### config.mk
export PLATFORM = sky130hd
export DESIGN_NAME = multi_mode_interval_timer
export DESIGN_NICKNAME = d
export VERILOG_FILES = /design/src/rtl/core/mmit_pkg.sv /design/src/rtl/core/mmit_exec.sv /design/src/rtl/core/multi_mode_interval_timer.sv
export SDC_FILE = /design/constraint.sdc
export NUM_CORES = 1
export LEC_CHECK = 0
export ABC_AREA = 1
export BUFFER_PORTS_ARGS = -buffer_cell sky130_fd_sc_hd__buf_2
export CORE_MARGIN = 4
export CORE_UTILIZATION = 65
export CTS_CLUSTER_SIZE = 16
export DETAILED_ROUTE_END_ITERATION = 12
export PLACE_DENSITY = 0.82
export SKIP_CTS_REPAIR_TIMING = 1
export SYNTH_ARGS = -nofsm -noshare
export SYNTH_HDL_FRONTEND = slang
export SYNTH_SLANG_ARGS = --single-unit
### constraint.sdc
create_clock -name clk -period 13.8 [get_ports clk]
set_input_delay 2.76 -clock clk [delete_from_list [all_inputs] [get_ports clk]]
set_output_delay 2.76 -clock clk [all_outputs]
set_load 0.05 [all_outputs]
### src/rtl/core/mmit_pkg.sv
package mmit_pkg;

	// Command codes
	localparam logic [3:0] CMD_TICK      = 4'd0;
	localparam logic [3:0] CMD_START     = 4'd1;
	localparam logic [3:0] CMD_STOP      = 4'd2;
	localparam logic [3:0] CMD_PAUSE     = 4'd3;
	localparam logic [3:0] CMD_RESUME    = 4'd4;
	localparam logic [3:0] CMD_RETRIGGER = 4'd5;
	localparam logic [3:0] CMD_RESTART   = 4'd6;
	localparam logic [3:0] CMD_UPDATE    = 4'd7;
	localparam logic [3:0] CMD_CLEAR     = 4'd8;
	localparam logic [3:0] CMD_QUERY     = 4'd9;

	// Timer modes
	localparam logic [1:0] MODE_ONESHOT  = 2'd0;
	localparam logic [1:0] MODE_PERIODIC = 2'd1;
	localparam logic [1:0] MODE_RETRIG   = 2'd2;

	// Error codes
	localparam logic [1:0] ERR_OK    = 2'd0;
	localparam logic [1:0] ERR_ARG   = 2'd1;
	localparam logic [1:0] ERR_STATE = 2'd2;

	typedef struct packed {
		logic [3:0]  command;
		logic [31:0] period;
		logic [1:0]  mode;
	} req_t;

	typedef struct packed {
		logic        fired;
		logic [1:0]  error_code;
		logic        is_running;
		logic        is_paused;
		logic [31:0] elapsed_ticks;
		logic [31:0] remaining_ticks;
		logic [31:0] fire_count;
	} rsp_t;

endpackage

### src/rtl/core/mmit_exec.sv
// Timer state and command execution: one request per enabled cycle.
module mmit_exec #(
	parameter int COUNT_BITS = 32
) (
	input  logic          clk,
	input  logic          arst_n,
	input  logic          en,
	input  mmit_pkg::req_t req,
	output mmit_pkg::rsp_t rsp
);

	localparam logic [COUNT_BITS-1:0] CMAX = '1;

	logic                  armed_q, held_q;
	logic [1:0]            mode_q;
	logic [COUNT_BITS-1:0] timeout_q, elapsed_q, total_q;

	logic                  armed_d, held_d;
	logic [1:0]            mode_d;
	logic [COUNT_BITS-1:0] timeout_d, elapsed_d, total_d;
	logic                  fired;
	logic [1:0]            err;

	logic                  running;
	logic [COUNT_BITS-1:0] period_sat, el_inc, el_out, rem_out;
	logic                  period_over;

	assign running = armed_q && !held_q;

	// Saturate the request period to the counter width
	assign period_over = 64'(req.period) > 64'(CMAX);
	assign period_sat  = period_over ? CMAX : COUNT_BITS'(req.period);

	assign el_inc = (elapsed_q != CMAX) ? elapsed_q + 1'b1 : elapsed_q;

	// Next-state decode
	always_comb begin
		armed_d   = armed_q;
		held_d    = held_q;
		mode_d    = mode_q;
		timeout_d = timeout_q;
		elapsed_d = elapsed_q;
		total_d   = total_q;
		fired     = 1'b0;
		err       = mmit_pkg::ERR_OK;
		case (req.command)
			mmit_pkg::CMD_TICK: begin
				if (running) begin
					if (el_inc >= timeout_q) begin
						fired     = 1'b1;
						elapsed_d = '0;
						if (total_q != CMAX)
							total_d = total_q + 1'b1;
						if (mode_q != mmit_pkg::MODE_PERIODIC)
							armed_d = 1'b0;
					end else begin
						elapsed_d = el_inc;
					end
				end
			end
			mmit_pkg::CMD_START: begin
				if (req.period == '0 || req.mode > mmit_pkg::MODE_RETRIG) begin
					err = mmit_pkg::ERR_ARG;
				end else begin
					mode_d    = req.mode;
					timeout_d = period_sat;
					elapsed_d = '0;
					armed_d   = 1'b1;
					held_d    = 1'b0;
				end
			end
			mmit_pkg::CMD_STOP: begin
				armed_d   = 1'b0;
				held_d    = 1'b0;
				elapsed_d = '0;
			end
			mmit_pkg::CMD_PAUSE: begin
				if (running)
					held_d = 1'b1;
				else
					err = mmit_pkg::ERR_STATE;
			end
			mmit_pkg::CMD_RESUME: begin
				if (armed_q && held_q)
					held_d = 1'b0;
				else
					err = mmit_pkg::ERR_STATE;
			end
			mmit_pkg::CMD_RETRIGGER: begin
				if (!armed_q || mode_q != mmit_pkg::MODE_RETRIG || timeout_q == '0) begin
					err = mmit_pkg::ERR_STATE;
				end else begin
					elapsed_d = '0;
					held_d    = 1'b0;
				end
			end
			mmit_pkg::CMD_RESTART: begin
				if (timeout_q == '0) begin
					err = mmit_pkg::ERR_STATE;
				end else begin
					elapsed_d = '0;
					armed_d   = 1'b1;
					held_d    = 1'b0;
				end
			end
			mmit_pkg::CMD_UPDATE: begin
				if (req.period == '0) begin
					err = mmit_pkg::ERR_ARG;
				end else begin
					timeout_d = period_sat;
					if (armed_q) begin
						elapsed_d = '0;
						held_d    = 1'b0;
					end
				end
			end
			mmit_pkg::CMD_CLEAR: begin
				total_d = '0;
			end
			mmit_pkg::CMD_QUERY: begin
			end
			default: begin
				err = mmit_pkg::ERR_ARG;
			end
		endcase
	end

	// Status after the command
	assign el_out  = armed_d ? elapsed_d : '0;
	assign rem_out = (el_out >= timeout_d) ? '0 : timeout_d - el_out;

	always_comb begin
		rsp.fired           = fired;
		rsp.error_code      = err;
		rsp.is_running      = armed_d && !held_d;
		rsp.is_paused       = armed_d && held_d;
		rsp.elapsed_ticks   = 32'(el_out);
		rsp.remaining_ticks = 32'(rem_out);
		rsp.fire_count      = 32'(total_d);
	end

	// State registers
	always_ff @(posedge clk or negedge arst_n) begin
		if (!arst_n) begin
			armed_q   <= 1'b0;
			held_q    <= 1'b0;
			mode_q    <= mmit_pkg::MODE_ONESHOT;
			timeout_q <= '0;
			elapsed_q <= '0;
			total_q   <= '0;
		end else if (en) begin
			armed_q   <= armed_d;
			held_q    <= held_d;
			mode_q    <= mode_d;
			timeout_q <= timeout_d;
			elapsed_q <= elapsed_d;
			total_q   <= total_d;
		end
	end

endmodule

### src/rtl/core/multi_mode_interval_timer.sv
// Path: input register, then execute step, then result register that holds until taken.
// Throughput: one request per cycle unless the result stalls; the execute step between
//   the two registers (increment, compare, remaining-time subtract) sets the clock budget.
// Reset: arst_n clears the timer (disarmed, one-shot, zero timeout, counts and
//   fire total), both pipeline valids; ready for requests right after reset.
module multi_mode_interval_timer #(
	parameter int COUNT_BITS = 32
) (
	input  logic           clk,
	input  logic           arst_n,
	input  logic           cmd_valid,
	output logic           cmd_ready,
	input  mmit_pkg::req_t cmd,
	output logic           res_valid,
	input  logic           res_ready,
	output mmit_pkg::rsp_t res
);

	logic           cmd_valid_s1;
	mmit_pkg::req_t cmd_s1;
	logic           res_valid_s2;
	mmit_pkg::rsp_t res_s2;
	mmit_pkg::rsp_t exec_rsp;
	logic           advance;

	// Stage 1 moves on when the result register is free or draining
	assign advance   = cmd_valid_s1 && (!res_valid_s2 || res_ready);
	assign cmd_ready = !cmd_valid_s1 || advance;

	// Input register
	always_ff @(posedge clk or negedge arst_n) begin
		if (!arst_n) begin
			cmd_valid_s1 <= 1'b0;
		end else if (cmd_ready) begin
			cmd_valid_s1 <= cmd_valid;
		end
	end

	always_ff @(posedge clk) begin
		if (cmd_ready && cmd_valid)
			cmd_s1 <= cmd;
	end

	mmit_exec #(
		.COUNT_BITS(COUNT_BITS)
	) u_exec (
		.clk    (clk),
		.arst_n (arst_n),
		.en     (advance),
		.req    (cmd_s1),
		.rsp    (exec_rsp)
	);

	// Result register
	always_ff @(posedge clk or negedge arst_n) begin
		if (!arst_n) begin
			res_valid_s2 <= 1'b0;
		end else if (advance) begin
			res_valid_s2 <= 1'b1;
		end else if (res_ready) begin
			res_valid_s2 <= 1'b0;
		end
	end

	always_ff @(posedge clk) begin
		if (advance)
			res_s2 <= exec_rsp;
	end

	assign res_valid = res_valid_s2;
	assign res       = res_s2;

endmodule

* Yosys cells after proc, flatten, opt, wreduce, memory -nomap -nowiden
Index checks and enable logic that the tools add are counted.
** Storage, ports and cells
- Bits in registers :: 241
- Logic and storage cells :: 102
- Memories :: 0
- Latch bits :: 0
- RAM bits :: 0
- Memory bits (read-only) :: 0
** Cells by class
- Equality and inequality tests :: 13
- Shift-type cells :: 0
- Multiply operators :: 0
- Div/mod/pow operators :: 0
- $lt $le $gt $ge :: 3
- Reductions and logical operators :: 23
- Multiplexer cells :: 41
- Bitwise gates (word level) :: 1
- Add/sub/neg operators :: 3
** Operator list (number)
- $mux 32 :: 14
- $pmux 32 s6 :: 1
- $pmux 32 s2 :: 2
- $add 32x1->32 const B :: 2
- $ge 32x32->1 :: 2
- $logic_not 32->1 :: 2
- $ne 32x32->1 const B :: 2
- $sub 32x32->32 :: 1
- $mux 1 :: 17
- $eq 4x3->1 const B :: 4
- $pmux 2 s7 :: 1
- $eq 4x2->1 const B :: 2
- $eq 4x4->1 const B :: 2
- $mux 2 :: 4
- $pmux 1 s7 :: 1
- $logic_and 1x1->1 :: 6
- $logic_not 1->1 :: 5
- $logic_or 1x1->1 :: 5
- $eq 4x1->1 const B :: 1
- $logic_not 4->1 :: 1
- $pmux 1 s4 :: 1
- $reduce_or 4->1 :: 1
- $reduce_and 3->1 :: 1
- $gt 2x2->1 const B :: 1
- other kinds (5) :: 5

* Longest topological paths before layout
- Depth after elaboration :: 8
- Mapped depth :: 41

* Modules after synthesis
From an unflattened synthesis, not the netlist that was laid out.
** Unflattened totals
- Cells, all modules :: 2106
- Area total of the unflattened synthesis :: 15813.9 µm²
** By module, submodules not included
- mmit_exec :: seq. area each 2502.4 µm², area an instance 11544.8 µm², cells each 1955, times used 1
- multi_mode_interval_timer :: seq. area each 4224.1 µm², area an instance 4269.1 µm², cells each 151, times used 1

* Worst setup path before layout
No wires, ideal clock.
- Kind :: input to output
- Start :: in res_ready
- End :: out cmd_ready
- Path buffers :: 0
- Data required time :: 11.040 ns
- Arrival :: 3.220 ns
- Stages :: 2
- Path slack :: 7.820 ns
- Cells stage by stage :: inv_1 nand3_1
** Between the ends
- Cells in the longest elaborated chain, start to end :: 3
** Ends and longest elaborated chain
- from (decl) :: line multi_mode_interval_timer.sv:15 : input logic res_ready,
- $logic_or 1x1->1 :: line multi_mode_interval_timer.sv:27 : assign advance = cmd_valid_s1 && (!res_valid_s2 || res_ready);
- $logic_and 1x1->1 :: line multi_mode_interval_timer.sv:27
- $logic_or 1x1->1 :: line multi_mode_interval_timer.sv:28 : assign cmd_ready = !cmd_valid_s1 || advance;
- to (decl) :: line multi_mode_interval_timer.sv:12 : output logic cmd_ready,
Every way passes these cells.

* Worst setup path in the final report
- Start :: reg u_exec.elapsed_q[25]
- End :: reg res_s2 (netlist bit res[40]) (data pin)
** Between the ends
- Cells in the longest elaborated chain, start to end :: 8
- Elaborated cells on any way between the ends :: 18
** Ends and longest elaborated chain
- from (decl) :: line mmit_exec.sv:16 : logic [COUNT_BITS-1:0] timeout_q, elapsed_q, total_q;
- from (signal assigned) :: line mmit_exec.sv:156 : elapsed_q <= elapsed_d;
- $add 32x1->32 or $ne 32x32->1 (tied branches) :: line mmit_exec.sv:34 : assign el_inc = (elapsed_q != CMAX) ? elapsed_q + 1'b1 : elapsed_q;
- $mux 32 :: line mmit_exec.sv:34
- $ge 32x32->1 :: line mmit_exec.sv:49 : if (el_inc >= timeout_q) begin
- $mux 32 or $mux 1 (tied branches) :: line mmit_exec.sv:49
- $mux 32 or $mux 1 (tied branches) :: line mmit_exec.sv:48 : if (running) begin
- $pmux 32 s6 or $pmux 1 s4 (tied branches) :: line mmit_exec.sv:46 : case (req.command)
- $mux 32 * :: line mmit_exec.sv:129 : assign el_out = armed_d ? elapsed_d : '0;
- $sub 32x32->32 or $ge 32x32->1 (tied branches) :: line mmit_exec.sv:130 : assign rem_out = (el_out >= timeout_d) ? '0 : timeout_d - el_out;
- to (signal assigned) :: line multi_mode_interval_timer.sv:67 : res_s2 <= exec_rsp;
- to (decl) :: line multi_mode_interval_timer.sv:22 : mmit_pkg::rsp_t res_s2;
Mark *: on every way between the ends. The rest lies on a longest branch, timed or not.
A chain may end at the register's enable or synchronous reset.

==> flow_summary_export.csv <==
group,metric,value,unit
outcome,outcome,"finished, final reports clean",
layout,drive_above_1_share,0.112,
floorplanning,start_util,0.660,
global_route,grt_overflow,0,
layout,nFillCells,1865,
sta,period_share,0.565,
layout,multi_input_area,7440,um2
sta,slew_viol_final,0,
run,cap_violations,0,
worst_hold_path,hold_path.class,"flip-flop to flip-flop",
place,hpwl,35.7,mm
routing,wirelength,48.7,mm
clock_tree,numCtsBuffers,26,
floorplanning,num_io_pins,145,
routing,antenna_left,0,
worst_hold_path,hp-start,"u_exec.timeout_q[28]",
sta,setup_tns,0,ns
yosys,syn_nets,2176,
routing,routedWlPerCell,19.4,um
routing,vias_per_cell,5.92,
sta,hold_slack,0.483,ns
sta,max_slew_margin,0.123,
clock_tree,insertion_delay,0.55,ns
routing,wl_met2,22.0,mm
setup_path,cp_top_family,"simple AND/OR/NAND/NOR gates",
power_and_ir_drop,ir_worst_vdd,187,uV
floorplanning,rows,56,
clock_tree,cts_tree,"built",
layout,area_delta_synth_final,11.3,%
setup_path,required,14.04,ns
routing,first_pass_iters,7,
power_and_ir_drop,power_density,224,nW/um2
global_route,grtUsageTotal,0.368,
global_route,grt_pass1_wl,76.4,mm
routing,wl_met1,19.4,mm
clock_tree,cts_max_level,1,
clock_tree,clkTransAtPathRegs,0.06,ns
place,io_buffers,144,
yosys,yosysWarnings,0,
global_route,antenna_found_initial,1,
sta,worst_pin_slew,1.31,ns
clock_tree,clk_path_buf_depth,3,
sta,finalSetupViolCount,0,
floorplanning,dieArea,26300,um2
sta,rsz0062_at_grt,"no",
yosys,seq_area_frac_synth,0.436,
sta,finalClockSkew,0.0134,ns
yosys,synth_cells,2067,
routing,routed.top_layer,"met5",
yosys,synth.avg_cell_area,7.47,um2
yosys,synth-seq-cells,241,
sta,hold_viol_final,0,
place,place_congestion,1.03,
global_route,first_global_vias,14100,
routing,vias,14900,
setup_path,slowest_delay,0.93,ns
routing,drc,0,
layout,seq_area,6730,um2
setup_path,r2r-start,"u_exec.elapsed_q[25]",
setup_path,crit_type,"flip-flop to flip-flop",
power_and_ir_drop,leakage,8.01,nW
layout,nets,2288,
clock_tree,clk_root_buffer_cell,"clkbuf_16",
layout,antennaDiodeCount,0,
setup_path,worst_path_most_repeated_cell,"nand2_1",
routing,dr_wl_met3,5.49,mm
setup_path,crit_buf_inv,3,
clock_tree,cts_num_sinks,241,
floorplanning,die_x,162,um
setup_path,crit_fanout,38,
setup_path,cp-start-kind,"flip-flop",
global_route,grt_max_degree,117,
setup_path,crit_path_start,"u_exec.elapsed_q[25]",
sta,min_period,7.80,ns
setup_path,arrival,8.04,ns
setup_path,cp_slowest_cell,"inv_1",
routing,drt_iter0_markers,1754,
floorplanning,core-area,23400,um2
setup_path,worstSetupEndpointType,"flip-flop",
sta,fmax,128,MHz
yosys,syn_area,15400,um2
yosys,yosysUniqueCellTypes,49,
floorplanning,fp.dieH,162,um
-- stage by stage --
stage / cells / cell area (um2) / worst slack (ns) / total power, W / util
2_1_floorplan: 2067 / 15400 / 7.82 / 0.00254 / -
3_3_place_gp: 2470 / 16300 / 6.48 / 0.00302 / 0.697
3_5_place_dp: 2470 / 16300 / 6.24 / 0.00307 / 0.697
4_1_cts: 2518 / 17200 / 6.18 / 0.00378 / 0.734
5_1_grt: 2518 / 17200 / 5.45 / 0.00407 / 0.734
6_report: 2518 / 17200 / 6.00 / 0.00384 / 0.734
-- cells by family after synthesis --
| kind of cell | synth area share |
|---|---|
| mux | 0.000729 |
| flops | 0.436 |
| simple gates | 0.325 |
| xor+xnor | 0.0204 |
| fa+ha+maj | 0.0548 |
| buf+inv | 0.0833 |
| compound gates | 0.0804 |
-- registers in the layout, summed over array words and instances (netlist names) --
signal / cells
u_exec.total_q: 32
u_exec.mode_q: 2
res: 101
u_exec.timeout_q: 32
cmd_s1: 38
u_exec.held_q: 1
res_valid: 1
u_exec.elapsed_q: 32
u_exec.armed_q: 1
cmd_valid_s1: 1
-- synthesized netlist by cell type (all sizes together) --
cell type,n,area share
a2111oi,1,0.00057
a21boi,1,0.00049
a21o,7,0.0036
a21oi,101,0.033
a31oi,5,0.0020
and2,2,0.00081
and3,2,0.00081
buf,44,0.016
clkbuf,29,0.0071
dfrtp,102,0.17
edfxtp,139,0.27
fa,1,0.0013
ha,66,0.053
inv,246,0.060
mux2,1,0.00073
nand2,728,0.18
nand3,87,0.029
nand3b,4,0.0019
nand4,82,0.033
nor2,193,0.049
nor3,48,0.017
nor3b,8,0.0039
nor4,16,0.0069
o211ai,1,0.00049
o21a,1,0.00049
o21ai,95,0.033
o21bai,11,0.0056
o221ai,1,0.00057
o22ai,1,0.00041
or2,8,0.0032
xnor2,4,0.0023
xor2,32,0.018
-- final cells by class --
class	count	area share
clock buffer	36	0.0436
multi-input combinational	1507	0.433
sequential	241	0.392
clock inverter	12	0.00699
timing repair buffer	157	0.0478
inverter	246	0.0540
tap	319	0.0232
-- power by group --
part / internal [W] / switching (W)
registers: 0.000978 / 0.0000880
clock network: 0.000417 / 0.000296
logic: 0.000548 / 0.00152
total: 0.00194 / 0.00190
-- worst register-to-register path: cells and delay by family, from the launching register on --
kind / cells / cell delay [ns]
buffers and inverters: 3 / 1.24
flip-flops: 1 / 0.51
adder cells (fa/ha/maj): 2 / 0.71
AND/OR/NAND/NOR: 23 / 4.42
AO/OA/AOI/OAI: 3 / 0.63
-- per-layer routing --
layer	track usage	up-vias
met2	0.581	901
met5	0	-
li1	-	6974
met3	0.0870	135
met4	0.121	2
met1	0.507	6902
-- final timing paths --
| kind | end | slack, ns | cells after the start |
|---|---|---|---|
| max | res[40] | 6.00 | 31 |
| min | u_exec.timeout_q[28] | 0.48 | 2 |
| max reg2reg | res[40] | 6.00 | 31 |
| min reg2reg | u_exec.timeout_q[28] | 0.48 | 2 |
| max in group asynchronous | u_exec.total_q[5] | 10.36 | 2 |
| min in group asynchronous | u_exec.timeout_q[17] | 2.27 | 1 |
-- layout by cell type, fill, tap and decap left out, types with 82 or more instances in the layout --
cell type    n
a21oi_1    100
buf_2      143
dfrtp_1    102
edfxtp_1   139
inv_1      242
nand2_1    720
nand3_1     85
nand4_1     82
nor2_1     186
o21ai_0     83
No activity file was read; power rests on OpenSTA's default activity.
